===== config.mk =====
export PLATFORM = sky130hd
export DESIGN_NAME = aging_lru_sighting_table_top
export DESIGN_NICKNAME = d
export VERILOG_FILES = /design/src/hw/rtl/alst_pkg.sv /design/src/hw/rtl/alst_ram.sv /design/src/hw/rtl/alst_ctrl.sv /design/src/hw/rtl/alst_dp.sv /design/src/hw/rtl/aging_lru_sighting_table_top.sv
export SDC_FILE = /design/constraint.sdc
export NUM_CORES = 2
export LEC_CHECK = 0
export BUFFER_PORTS_ARGS = -buffer_cell sky130_fd_sc_hd__buf_2
export CAP_MARGIN = 20
export CORE_MARGIN = 1.5
export CORE_UTILIZATION = 25
export CTS_BUF_LIST = sky130_fd_sc_hd__clkbuf_2
export DETAILED_ROUTE_END_ITERATION = 16
export SLEW_MARGIN = 10
export SYNTH_ARGS = -nofsm -noshare
export SYNTH_HDL_FRONTEND = slang
export SYNTH_HIERARCHICAL = 1
export SYNTH_SLANG_ARGS = --single-unit

===== constraint.sdc =====
create_clock -name clk -period 10.3 [get_ports clk]
set_clock_uncertainty 0.2 [all_clocks]
set_input_delay 1.545 -clock clk [delete_from_list [all_inputs] [get_ports clk]]
set_output_delay 1.545 -clock clk [all_outputs]
set_load 0.01 [all_outputs]

===== src/hw/rtl/alst_pkg.sv =====
// Shared types and codes for the aging LRU sighting table.
`timescale 1ns / 1ps
package alst_pkg;

    localparam logic [2:0] EV_ADDED     = 3'd0;
    localparam logic [2:0] EV_REFRESHED = 3'd1;
    localparam logic [2:0] EV_EXPIRED   = 3'd2;
    localparam logic [2:0] EV_EVICTED   = 3'd3;
    localparam logic [2:0] EV_DONE      = 3'd4;

    localparam logic OP_SIGHT  = 1'b0;
    localparam logic OP_COMMIT = 1'b1;

    localparam int CFG_IDX_W = 2;
    localparam int CFG_DATA_W = 31;
    localparam logic [CFG_IDX_W-1:0] REG_MAX_AGE  = 2'd0;
    localparam logic [CFG_IDX_W-1:0] REG_CAPACITY = 2'd1;

    localparam logic [2:0] SRC_NONE = 3'd0;
    localparam logic [2:0] SRC_HIT  = 3'd1;
    localparam logic [2:0] SRC_OLD  = 3'd2;
    localparam logic [2:0] SRC_CUR  = 3'd3;
    localparam logic [2:0] SRC_NEW  = 3'd4;

    typedef struct packed {
        logic        op;
        logic [31:0] item_id;
        logic [15:0] road_id;
        logic [7:0]  item_kind;
        logic [30:0] now_ms;
    } in_beat_t;

    typedef struct packed {
        logic [2:0]  event_res;
        logic [31:0] out_id;
        logic [15:0] out_road;
        logic [7:0]  out_kind;
        logic [4:0]  entry_count;
        logic        last;
    } out_beat_t;

    typedef struct packed {
        logic [31:0] id;
        logic [15:0] road;
        logic [7:0]  kind;
        logic [30:0] last_seen;
    } slot_t;

    typedef struct packed {
        logic       load;
        logic       clr_best;
        logic       zero_idx;
        logic       next_idx;
        logic       scan_hit;
        logic       scan_old;
        logic       kill;
        logic       kill_old;
        logic       wr_refresh;
        logic       wr_new;
        logic       wr_new_old;
        logic       emit;
        logic [2:0] emit_ev;
        logic [2:0] emit_src;
        logic       emit_last;
    } ctrl_cmd_t;

    typedef struct packed {
        logic idx_end;
        logic cur_valid;
        logic cur_aged;
        logic hit_found;
        logic free_found;
        logic over_cap;
        logic out_free;
        logic is_commit;
    } dp_status_t;

endpackage


===== src/hw/rtl/alst_ram.sv =====
// Generic single-port-write, registered-read RAM.
`timescale 1ns / 1ps
module alst_ram #(
    parameter int WIDTH = 8,
    parameter int DEPTH = 16
) (
    input  logic                             clk,
    input  logic                             wr_en,
    input  logic [$clog2(DEPTH)-1:0]         wr_addr,
    input  logic [WIDTH-1:0]                 wr_data,
    input  logic [$clog2(DEPTH)-1:0]         rd_addr,
    output logic [WIDTH-1:0]                 rd_data
);

    logic [WIDTH-1:0] mem [DEPTH];

    always_ff @(posedge clk)
    begin
        if (wr_en)
        begin
            mem[wr_addr] <= wr_data;
        end
        rd_data <= mem[rd_addr];
    end

endmodule


===== src/hw/rtl/alst_ctrl.sv =====
// Sequencer for sightings and commits of the sighting table.
`timescale 1ns / 1ps
module alst_ctrl import alst_pkg::*; (
    input  logic       clk,
    input  logic       rst_n,
    input  logic       in_valid,
    output logic       in_ready,
    input  dp_status_t status,
    output ctrl_cmd_t  cmd
);

    localparam logic [3:0] ST_IDLE  = 4'd0;
    localparam logic [3:0] ST_RD    = 4'd1;
    localparam logic [3:0] ST_EV    = 4'd2;
    localparam logic [3:0] ST_DEC   = 4'd3;
    localparam logic [3:0] ST_ADD   = 4'd4;
    localparam logic [3:0] ST_CHK   = 4'd5;
    localparam logic [3:0] ST_CRD   = 4'd6;
    localparam logic [3:0] ST_CEV   = 4'd7;
    localparam logic [3:0] ST_EVICT = 4'd8;
    localparam logic [3:0] ST_DONE  = 4'd9;

    logic [3:0] state_reg, state_next;

    always_ff @(posedge clk or negedge rst_n)
    begin
        if (!rst_n)
        begin
            state_reg <= ST_IDLE;
        end
        else
        begin
            state_reg <= state_next;
        end
    end

    always_comb
    begin
        cmd        = '0;
        state_next = state_reg;
        in_ready   = 1'b0;
        unique case (state_reg)
            ST_IDLE:
            begin
                in_ready = 1'b1;
                if (in_valid)
                begin
                    cmd.load     = 1'b1;
                    cmd.zero_idx = 1'b1;
                    cmd.clr_best = 1'b1;
                    state_next   = ST_RD;
                end
            end
            ST_RD:
            begin
                state_next = ST_EV;
            end
            ST_EV:
            begin
                if (status.is_commit)
                begin
                    if (status.cur_valid && status.cur_aged && !status.out_free)
                    begin
                        state_next = ST_EV;
                    end
                    else
                    begin
                        if (status.cur_valid && status.cur_aged)
                        begin
                            cmd.kill     = 1'b1;
                            cmd.emit     = 1'b1;
                            cmd.emit_ev  = EV_EXPIRED;
                            cmd.emit_src = SRC_CUR;
                        end
                        if (status.idx_end)
                        begin
                            state_next = ST_CHK;
                        end
                        else
                        begin
                            cmd.next_idx = 1'b1;
                            state_next   = ST_RD;
                        end
                    end
                end
                else
                begin
                    cmd.scan_hit = 1'b1;
                    if (status.idx_end)
                    begin
                        state_next = ST_DEC;
                    end
                    else
                    begin
                        cmd.next_idx = 1'b1;
                        state_next   = ST_RD;
                    end
                end
            end
            ST_DEC:
            begin
                if (status.out_free)
                begin
                    cmd.emit = 1'b1;
                    priority if (status.hit_found)
                    begin
                        cmd.wr_refresh = 1'b1;
                        cmd.emit_ev    = EV_REFRESHED;
                        cmd.emit_src   = SRC_HIT;
                        cmd.emit_last  = 1'b1;
                        state_next     = ST_IDLE;
                    end
                    else if (status.free_found)
                    begin
                        cmd.wr_new    = 1'b1;
                        cmd.emit_ev   = EV_ADDED;
                        cmd.emit_src  = SRC_NEW;
                        cmd.emit_last = 1'b1;
                        state_next    = ST_IDLE;
                    end
                    else
                    begin
                        cmd.kill     = 1'b1;
                        cmd.kill_old = 1'b1;
                        cmd.emit_ev  = EV_EVICTED;
                        cmd.emit_src = SRC_OLD;
                        state_next   = ST_ADD;
                    end
                end
            end
            ST_ADD:
            begin
                if (status.out_free)
                begin
                    cmd.wr_new     = 1'b1;
                    cmd.wr_new_old = 1'b1;
                    cmd.emit       = 1'b1;
                    cmd.emit_ev    = EV_ADDED;
                    cmd.emit_src   = SRC_NEW;
                    cmd.emit_last  = 1'b1;
                    state_next     = ST_IDLE;
                end
            end
            ST_CHK:
            begin
                if (status.over_cap)
                begin
                    cmd.zero_idx = 1'b1;
                    cmd.clr_best = 1'b1;
                    state_next   = ST_CRD;
                end
                else
                begin
                    state_next = ST_DONE;
                end
            end
            ST_CRD:
            begin
                state_next = ST_CEV;
            end
            ST_CEV:
            begin
                cmd.scan_old = 1'b1;
                if (status.idx_end)
                begin
                    state_next = ST_EVICT;
                end
                else
                begin
                    cmd.next_idx = 1'b1;
                    state_next   = ST_CRD;
                end
            end
            ST_EVICT:
            begin
                if (status.out_free)
                begin
                    cmd.kill     = 1'b1;
                    cmd.kill_old = 1'b1;
                    cmd.emit     = 1'b1;
                    cmd.emit_ev  = EV_EVICTED;
                    cmd.emit_src = SRC_OLD;
                    state_next   = ST_CHK;
                end
            end
            ST_DONE:
            begin
                if (status.out_free)
                begin
                    cmd.emit      = 1'b1;
                    cmd.emit_ev   = EV_DONE;
                    cmd.emit_src  = SRC_NONE;
                    cmd.emit_last = 1'b1;
                    state_next    = ST_IDLE;
                end
            end
            default:
            begin
                state_next = ST_IDLE;
            end
        endcase
    end

endmodule


===== src/hw/rtl/alst_dp.sv =====
// Datapath of the sighting table: slot store, scan trackers, output register.
`timescale 1ns / 1ps
module alst_dp import alst_pkg::*; #(
    parameter int ENTRIES = 16
) (
    input  logic                  clk,
    input  logic                  rst_n,
    input  logic                  cfg_we,
    input  logic [CFG_IDX_W-1:0]  cfg_addr,
    input  logic [CFG_DATA_W-1:0] cfg_data,
    input  in_beat_t              in_data,
    output logic                  out_valid,
    input  logic                  out_ready,
    output out_beat_t             out_data,
    input  ctrl_cmd_t             cmd,
    output dp_status_t            status
);

    localparam int IW = (ENTRIES > 1) ? $clog2(ENTRIES) : 1;
    localparam int CW = $clog2(ENTRIES + 1);
    localparam int SW = $bits(slot_t);

    logic [30:0]        max_age_reg;
    logic [4:0]         capacity_reg;
    in_beat_t           in_reg;
    logic [IW-1:0]      idx_reg;
    logic [ENTRIES-1:0] valid_reg, valid_next;
    logic [CW-1:0]      count_reg, count_next;
    logic               hit_found_reg, free_found_reg, old_found_reg;
    logic [IW-1:0]      hit_slot_reg, free_slot_reg, old_slot_reg;
    slot_t              hit_data_reg, old_data_reg;
    logic               out_valid_reg;
    out_beat_t          out_data_reg;

    slot_t              cur;
    logic [SW-1:0]      rd_word;
    logic               wr_en;
    logic [IW-1:0]      wr_addr;
    slot_t              wr_data;
    logic [30:0]        age;
    logic               old_better;
    logic [IW-1:0]      kill_slot;
    logic [IW-1:0]      new_slot;

    alst_ram #(
        .WIDTH (SW),
        .DEPTH (ENTRIES)
    ) u_ram (
        .clk     (clk),
        .wr_en   (wr_en),
        .wr_addr (wr_addr),
        .wr_data (wr_data),
        .rd_addr (idx_reg),
        .rd_data (rd_word)
    );

    assign cur        = slot_t'(rd_word);
    assign age        = in_reg.now_ms - cur.last_seen;
    assign old_better = !old_found_reg || (cur.last_seen < old_data_reg.last_seen);
    assign kill_slot  = cmd.kill_old ? old_slot_reg : idx_reg;
    assign new_slot   = cmd.wr_new_old ? old_slot_reg : free_slot_reg;

    always_comb
    begin
        wr_en   = cmd.wr_refresh || cmd.wr_new;
        wr_addr = cmd.wr_refresh ? hit_slot_reg : new_slot;
        if (cmd.wr_refresh)
        begin
            wr_data           = hit_data_reg;
            wr_data.last_seen = in_reg.now_ms;
        end
        else
        begin
            wr_data = '{id: in_reg.item_id, road: in_reg.road_id,
                        kind: in_reg.item_kind, last_seen: in_reg.now_ms};
        end
    end

    always_comb
    begin
        valid_next = valid_reg;
        count_next = count_reg;
        if (cmd.kill)
        begin
            valid_next[kill_slot] = 1'b0;
            count_next            = count_reg - CW'(1);
        end
        else if (cmd.wr_new)
        begin
            valid_next[new_slot] = 1'b1;
            count_next           = count_reg + CW'(1);
        end
    end

    assign status.idx_end    = (idx_reg == IW'(ENTRIES - 1));
    assign status.cur_valid  = valid_reg[idx_reg];
    assign status.cur_aged   = (in_reg.now_ms > cur.last_seen) && (age > max_age_reg);
    assign status.hit_found  = hit_found_reg;
    assign status.free_found = free_found_reg;
    assign status.over_cap   = 32'(count_reg) > 32'(capacity_reg);
    assign status.out_free   = !out_valid_reg || out_ready;
    assign status.is_commit  = (in_reg.op == OP_COMMIT);

    always_ff @(posedge clk or negedge rst_n)
    begin
        if (!rst_n)
        begin
            max_age_reg    <= 31'd1000;
            capacity_reg   <= 5'd16;
            valid_reg      <= '0;
            count_reg      <= '0;
            idx_reg        <= '0;
            hit_found_reg  <= 1'b0;
            free_found_reg <= 1'b0;
            old_found_reg  <= 1'b0;
            out_valid_reg  <= 1'b0;
        end
        else
        begin
            if (cfg_we)
            begin
                if (cfg_addr == REG_MAX_AGE)
                begin
                    max_age_reg <= cfg_data;
                end
                else if (cfg_addr == REG_CAPACITY)
                begin
                    capacity_reg <= cfg_data[4:0];
                end
            end
            valid_reg <= valid_next;
            count_reg <= count_next;
            if (cmd.zero_idx)
            begin
                idx_reg <= '0;
            end
            else if (cmd.next_idx)
            begin
                idx_reg <= idx_reg + IW'(1);
            end
            if (cmd.clr_best)
            begin
                hit_found_reg  <= 1'b0;
                free_found_reg <= 1'b0;
                old_found_reg  <= 1'b0;
            end
            else if ((cmd.scan_hit || cmd.scan_old) && valid_reg[idx_reg])
            begin
                if (cmd.scan_hit && !hit_found_reg && (cur.id == in_reg.item_id))
                begin
                    hit_found_reg <= 1'b1;
                end
                if (old_better)
                begin
                    old_found_reg <= 1'b1;
                end
            end
            else if (cmd.scan_hit && !free_found_reg)
            begin
                free_found_reg <= 1'b1;
            end
            if (cmd.emit)
            begin
                out_valid_reg <= 1'b1;
            end
            else if (out_ready)
            begin
                out_valid_reg <= 1'b0;
            end
        end
    end

    always_ff @(posedge clk)
    begin
        if (cmd.load)
        begin
            in_reg <= in_data;
        end
        if ((cmd.scan_hit || cmd.scan_old) && valid_reg[idx_reg])
        begin
            if (cmd.scan_hit && !hit_found_reg && (cur.id == in_reg.item_id))
            begin
                hit_slot_reg <= idx_reg;
                hit_data_reg <= cur;
            end
            if (old_better)
            begin
                old_slot_reg <= idx_reg;
                old_data_reg <= cur;
            end
        end
        else if (cmd.scan_hit && !free_found_reg)
        begin
            free_slot_reg <= idx_reg;
        end
        if (cmd.emit)
        begin
            out_data_reg.event_res   <= cmd.emit_ev;
            out_data_reg.entry_count <= 5'(count_next);
            out_data_reg.last        <= cmd.emit_last;
            unique case (cmd.emit_src)
                SRC_HIT:
                begin
                    out_data_reg.out_id   <= hit_data_reg.id;
                    out_data_reg.out_road <= hit_data_reg.road;
                    out_data_reg.out_kind <= hit_data_reg.kind;
                end
                SRC_OLD:
                begin
                    out_data_reg.out_id   <= old_data_reg.id;
                    out_data_reg.out_road <= old_data_reg.road;
                    out_data_reg.out_kind <= old_data_reg.kind;
                end
                SRC_CUR:
                begin
                    out_data_reg.out_id   <= cur.id;
                    out_data_reg.out_road <= cur.road;
                    out_data_reg.out_kind <= cur.kind;
                end
                SRC_NEW:
                begin
                    out_data_reg.out_id   <= in_reg.item_id;
                    out_data_reg.out_road <= in_reg.road_id;
                    out_data_reg.out_kind <= in_reg.item_kind;
                end
                default:
                begin
                    out_data_reg.out_id   <= '0;
                    out_data_reg.out_road <= '0;
                    out_data_reg.out_kind <= '0;
                end
            endcase
        end
    end

    assign out_valid = out_valid_reg;
    assign out_data  = out_data_reg;

endmodule


===== src/hw/rtl/aging_lru_sighting_table_top.sv =====
// Top level of the aging LRU sighting table.
`timescale 1ns / 1ps
// Holds up to ENTRIES sighted items in a RAM and walks it slot by slot through
// its single read port. A sighting scans all slots for a hit and a free slot,
// then refreshes the hit, adds into the free slot, or evicts the stalest entry
// and adds there. A commit runs the age scan, the final capacity check and the
// done beat, plus a full scan for each capacity eviction; expired beats leave
// during the age scan. Results wait in an output register; a stalled output
// holds the sequencer when it has a new beat until the old one is taken. No
// clearing pass runs after reset: slot valid bits reset to empty at once.
module aging_lru_sighting_table_top import alst_pkg::*; #(
    parameter int ENTRIES = 16
) (
    input  logic                  clk,
    input  logic                  rst_n,
    input  logic                  cfg_we,
    input  logic [CFG_IDX_W-1:0]  cfg_addr,
    input  logic [CFG_DATA_W-1:0] cfg_data,
    input  logic                  in_valid,
    output logic                  in_ready,
    input  in_beat_t              in_data,
    output logic                  out_valid,
    input  logic                  out_ready,
    output out_beat_t             out_data
);

    ctrl_cmd_t  cmd;
    dp_status_t status;

    alst_ctrl u_ctrl (
        .clk      (clk),
        .rst_n    (rst_n),
        .in_valid (in_valid),
        .in_ready (in_ready),
        .status   (status),
        .cmd      (cmd)
    );

    alst_dp #(
        .ENTRIES (ENTRIES)
    ) u_dp (
        .clk       (clk),
        .rst_n     (rst_n),
        .cfg_we    (cfg_we),
        .cfg_addr  (cfg_addr),
        .cfg_data  (cfg_data),
        .in_data   (in_data),
        .out_valid (out_valid),
        .out_ready (out_ready),
        .out_data  (out_data),
        .cmd       (cmd),
        .status    (status)
    );

endmodule


* Word level (Yosys, flattened, before mapping)
Memories as Yosys holds them, arrays and structs flattened. A register that Yosys moved wholly into a read port is not among the register bits.
Cells that the tools add are included.
** Cells by class
- Add/subtract/negate cells :: 4
- $mul :: 0
- Divide/modulo/power cells :: 0
- Magnitude comparators :: 9
- Equality and inequality tests :: 21
- Shift operators :: 0
- Muxes and demuxes :: 81
- Bitwise operators :: 5
- Reductions and logical operators :: 37
** Operators by type and width (number)
- $pmux 56 s4 :: 1
- $mux 87 :: 1
- $gt 31x31->1 :: 2
- $mux 4 :: 14
- $pmux 4 s9 :: 1
- $mux 7 :: 5
- $pmux 7 s5 :: 1
- $eq 32x32->1 :: 1
- $mux 1 :: 32
- $mux 16 :: 2
- $lt 31x31->1 :: 1
- $sub 31x31->31 :: 1
- $and 16x16->16 :: 1
- $eq 4x3->1 const B :: 4
- $mux 8 :: 2
- $not 16->16 :: 1
- $or 16x16->16 :: 1
- $lt 4x5->1 const B :: 3
- $mux 5 :: 3
- $reduce_and 2->1 :: 7
- $reduce_bool 2->1 :: 7
- $eq 4x4->1 const B :: 3
- $mux 3 :: 4
- $mux 10 :: 1
- other kinds (28) :: 58
** Word-level totals
- Flip-flop bits (word level) :: 377
- Latch bits :: 0
- Bits in writable memories :: 1392
- ROM bits :: 0
- Bits of input ports :: 126
- Output and inout bits :: 67
- Word-level logic and storage cells :: 189
- Memories kept :: 1
** Memory list
- u_dp.u_ram.mem :: depth 16, width 87, read ports 1, clocked after Yosys merged registers in 1, write ports 1, RTL line alst_ram.sv:15 : logic [WIDTH-1:0] mem [DEPTH];

* Logic depth before layout (Yosys ltp)
- Depth after elaboration :: 12
- Mapped depth :: 27
- Gate-level depth less buffers :: 26

* By module
The synthesis kept the hierarchy.
** Modules (own cells, without submodules)
- alst_ram :: times used 1, cells an instance 2232, area an instance 53772.8 µm², sequential area each 43541.8 µm²
- alst_dp :: times used 1, cells an instance 1428, area an instance 18064.8 µm², sequential area each 10884.2 µm²
- alst_ctrl :: times used 1, cells an instance 94, area an instance 631.9 µm², sequential area each 100.1 µm²

* Worst setup path before layout
Ideal clock, no wire load.
- Kind :: in2reg
- Start point :: input out_ready
- End point :: memory u_dp/u_ram/mem[0][0] (netlist name), enable pin
- Arrival time :: 9.426 ns
- Required time :: 9.461 ns
- Slack :: 0.035 ns
- Stages :: 10
- Cells stage by stage :: nand2b_1 > clkbuf_1 > nand3_1 > inv_1 > clkbuf_1 > buf_1 > mux2i_1 > o21ai_0 > or3b_2 > nor3_1
** RTL lines
- from (decl) :: RTL line aging_lru_sighting_table_top.sv:23 : input logic out_ready,
- to (decl) :: RTL line alst_ram.sv:15

==> run_results.csv <==
group,metric,value,unit
place,hpwl,113200,microns
synth,syn-num-nets,3981,
synth,yosysTopAreaCellShare,70.44,%
critical_path,cp-end-kind,"register",
clocking,path_clk_slew,0.11,ns
timing,min_period,7.484,ns
die,die_w,541.4,microns
die,fp.dieArea,0.2931,sq mm
routing,drcViolationCount,0,
die,initial_core_util,25.15,%
routing,drt-initial-drc-count,4168,
place,portBuffers,192,
grt,grt_pass1_vias,40263,
critical_path,cp-start-kind,"register",
synth,syn_area,0.07247,sq mm
synth,async_flop_share,3.718,%
pwr,p_leak,0.02787,uW
finish,num-nets-final,4618,
die,die_height,541.4,microns
timing,tightestPinTransition,1.195,ns
clocking,cts-root-buf,"clkbuf_2",
place,gp_congestion,0.8211,
status,status,"finished clean",
clocking,cts_num_sinks,1856,
routing,vias,39591,
timing,finalMaxSlewViolations,0,
timing,max_clock_freq,0.1336,GHz
synth,yosysWarnings,6,
pwr,ir_drop,150.9,uV
timing,rsz0062_at_grt,"false",
finish,syn_to_final_growth,15.11,%
min_path,hold_path_class,"input port to register",
timing,hold_violations,0,
die,coreArea,0.2881,sq mm
critical_path,cp.required,11.47,ns
critical_path,r2r_slack,2.82,ns
timing,slew_headroom,20.02,%
die,ios,193,
grt,antenna_found_initial,16,
finish,largest_reg_flops,1392,
synth,synth_seq_cells,1856,
grt,grt_overflow,0,
clocking,cts_max_level,5,
grt,grt_pass1_wl,287400,microns
routing,viasPerCell,4.643,
critical_path,rr_startpoint,"u_dp/in_reg[0]",
synth,synth_edf_count,1700,
synth,ys_seq_area_share,75.24,%
routing,ant_nets,0,
synth,syn_area_per_cell,19.30,sq um
clocking,cts_setup_buffers,0,
synth,yosys-top-cells-area,"edfxtp_1 70%, mux4_2 11%, a22oi_1 3.0%",
synth,ys.flop_type,"edfxtp_1",
synth,yosys.area.top_type,"edfxtp_1",
timing,post-route-period-util,72.66,%
min_path,worstHoldEndpoint,"u_dp/in_reg[21]",
finish,largest-register,"u_dp/u_ram/mem",
synth,postSynthCellCount,3754,
pwr,p_per_area,239.5,mW/mm^2
routing,first_pass_iters,7,
pwr,power,19980,uW
critical_path,reg2reg_depth,26,
finish,drive_above_1_share,30.73,%
critical_path,path_class,"register to register",
timing,setup_violations,0,
grt,grt_max_degree,99,
clocking,cts_buffers,425,
synth,synth_cell_types,77,
clocking,clockBufferDepth,4,
min_path,holdPathStages,1,
routing,routed_wl,202200,microns
grt,grt.total_usage,13.44,%
timing,final.setup.tns,0,ns
job,maxCapViolations,0,
die,row_count,197,
critical_path,arrival,8.65,ns
routing,wl_per_cell,23.72,microns
clocking,clock_latency,1.59,ns
min_path,worstHoldStart,"in_data[21]",
critical_path,r2r_end,"u_dp/out_data[49]",
clocking,cts_tree,"done",
critical_path,critPathMaxFanout,29,
## worst max-delay path, cell delays in order (launching register included)
cell and delay, ns:
edfxtp_1 0.64, inv_1 0.12, ha_1 0.25, fa_1 0.40, nand2b_1 0.18, a21oi_1 0.18, o21a_1 0.25, a211o_1 0.24
a41oi_2 0.18, o21ai_0 0.23, xor2_1 0.11, ha_1 0.31, nand4_1 0.10, or4_1 0.50, nor2_1 0.16, o21a_1 0.14
nor3_1 0.05, a211oi_1 0.27, clkbuf_4 0.24, nand3_1 0.11, nor2_1 0.12, a21oi_1 0.05, nor4_1 0.62, and3b_4 0.81
buf_4 0.58, a22oi_1 0.18, nand2_1 0.14
## worst max-delay path by stage
stage	startpoint	end	cells past startpoint
final	u_dp/in_reg[0]	u_dp/out_data[49]	26
after global routing	u_dp/in_reg[0]	u_dp/out_data[54]	26
after CTS	u_dp/in_reg[0]	u_dp/out_data[50]	25
after detailed placement	u_dp/in_reg[0]	u_dp/out_data[29]	25
after global placement	u_dp/in_reg[0]	u_dp/out_data[28]	25
after floorplan	out_ready	u_dp/u_ram/mem[0][0]	10
## logic make-up (layout without fill, tap and decap cells)
logic type	count (synthesis)	in the layout	synth area share, %
XOR/XNOR	64	64	0.7735
adder cells (fa/ha/maj)	101	101	1.754
other	0	2	0
flip-flops	1856	1856	75.24
buffers and inverters	297	1287	1.894
multiplexers	420	420	12.00
AO/OA/AOI/OAI	571	571	5.471
AND/OR/NAND/NOR	445	445	2.864
## cell usage after synthesis, types with 6 or more instances
cell / instances
a21oi_1: 63
nand2_1: 218
nor2b_1: 13
buf_6: 16
xor2_1: 19
a31oi_1: 10
nand2b_1: 15
mux4_2: 353
nor3_1: 23
nor4_1: 8
nor3b_1: 9
dfxtp_1: 87
or2_2: 7
inv_1: 115
nor2_1: 69
a211oi_1: 11
o22a_1: 6
nand4_1: 24
buf_4: 22
xnor2_1: 45
and2_1: 8
a22oi_1: 291
ha_1: 100
clkbuf_1: 85
a21o_1: 47
edfxtp_1: 1700
dfrtp_1: 62
o21ai_0: 85
buf_2: 22
mux2_2: 62
and3_1: 7
o21a_1: 6
buf_1: 34
nand3_1: 22
dfstp_2: 7
## layout by cell type (no fill, tap or decap), drive strengths merged, types with 8 or more instances in the layout
| cell | synthesis | layout |
|---|---|---|
| inv | 115 | 119 |
| nand4 | 24 | 24 |
| ha | 100 | 100 |
| dfrtp | 62 | 62 |
| a22oi | 291 | 291 |
| a31oi | 10 | 10 |
| nor3b | 9 | 9 |
| mux4 | 353 | 353 |
| a21o | 47 | 47 |
| xnor2 | 45 | 45 |
| nor3 | 24 | 24 |
| nor4 | 9 | 9 |
| dlygate4sd3 | 0 | 116 |
| nand2b | 16 | 16 |
| o21ai | 90 | 90 |
| xor2 | 19 | 19 |
| edfxtp | 1700 | 1700 |
| a21oi | 66 | 66 |
| nand3 | 22 | 22 |
| a211oi | 11 | 11 |
| and2 | 8 | 8 |
| nor2 | 70 | 70 |
| dfxtp | 87 | 87 |
| clkinv | 0 | 83 |
| nor2b | 13 | 13 |
| buf | 94 | 275 |
| bufinv | 0 | 14 |
| nand2 | 218 | 218 |
| mux2 | 62 | 62 |
| clkbuf | 87 | 677 |
## power by group
| group | leakage (uW) | switching (uW) | internal [uW] | total (uW) |
|---|---|---|---|---|
| logic | 0.00781 | 2950 | 2080 | 5030 |
| registers | 0.0169 | 653 | 9320 | 9970 |
| clock network | 0.00317 | 2900 | 2070 | 4970 |
| total | 0.0279 | 6500 | 13500 | 20000 |
## layer usage
metal	share of wire [%]	GRT usage [%]
met5	0	0
met4	1.9	3.501
met3	7.8	2.588
met2	47	21.24
met1	43	18.85
## layout make-up
type                    count  area, sq um
fillers                 28551       204700
flip-flops and latches   1856        54530
multi-input cells        1601        16770
well taps                3781         4731
clock buffers             676         3383
repair buffers            392         2778
clock inverters           104        780.7
inverters                 115        431.7
diodes                      2        5.005
## per-stage QoR
stage	area [sq um]	std cells	setup WS, ns	util, %	hold WS (ns)
floorplan	72470	3754	0.03526	-	0.2255
global placement	78070	7627	2.539	27.09	0.2416
detailed placement	78070	7628	2.370	27.10	0.2456
CTS	83400	8524	2.394	28.94	0.02418
global route	83420	8527	2.273	28.95	0.04505
finish	83420	8527	2.816	28.95	0.1616
## repair_timing
action,in CTS,in global routing
hold buffers,116,0
endpoints found under the hold margin,181,0
resized for setup,0,0
No activity file was read; power rests on OpenSTA's default activity.
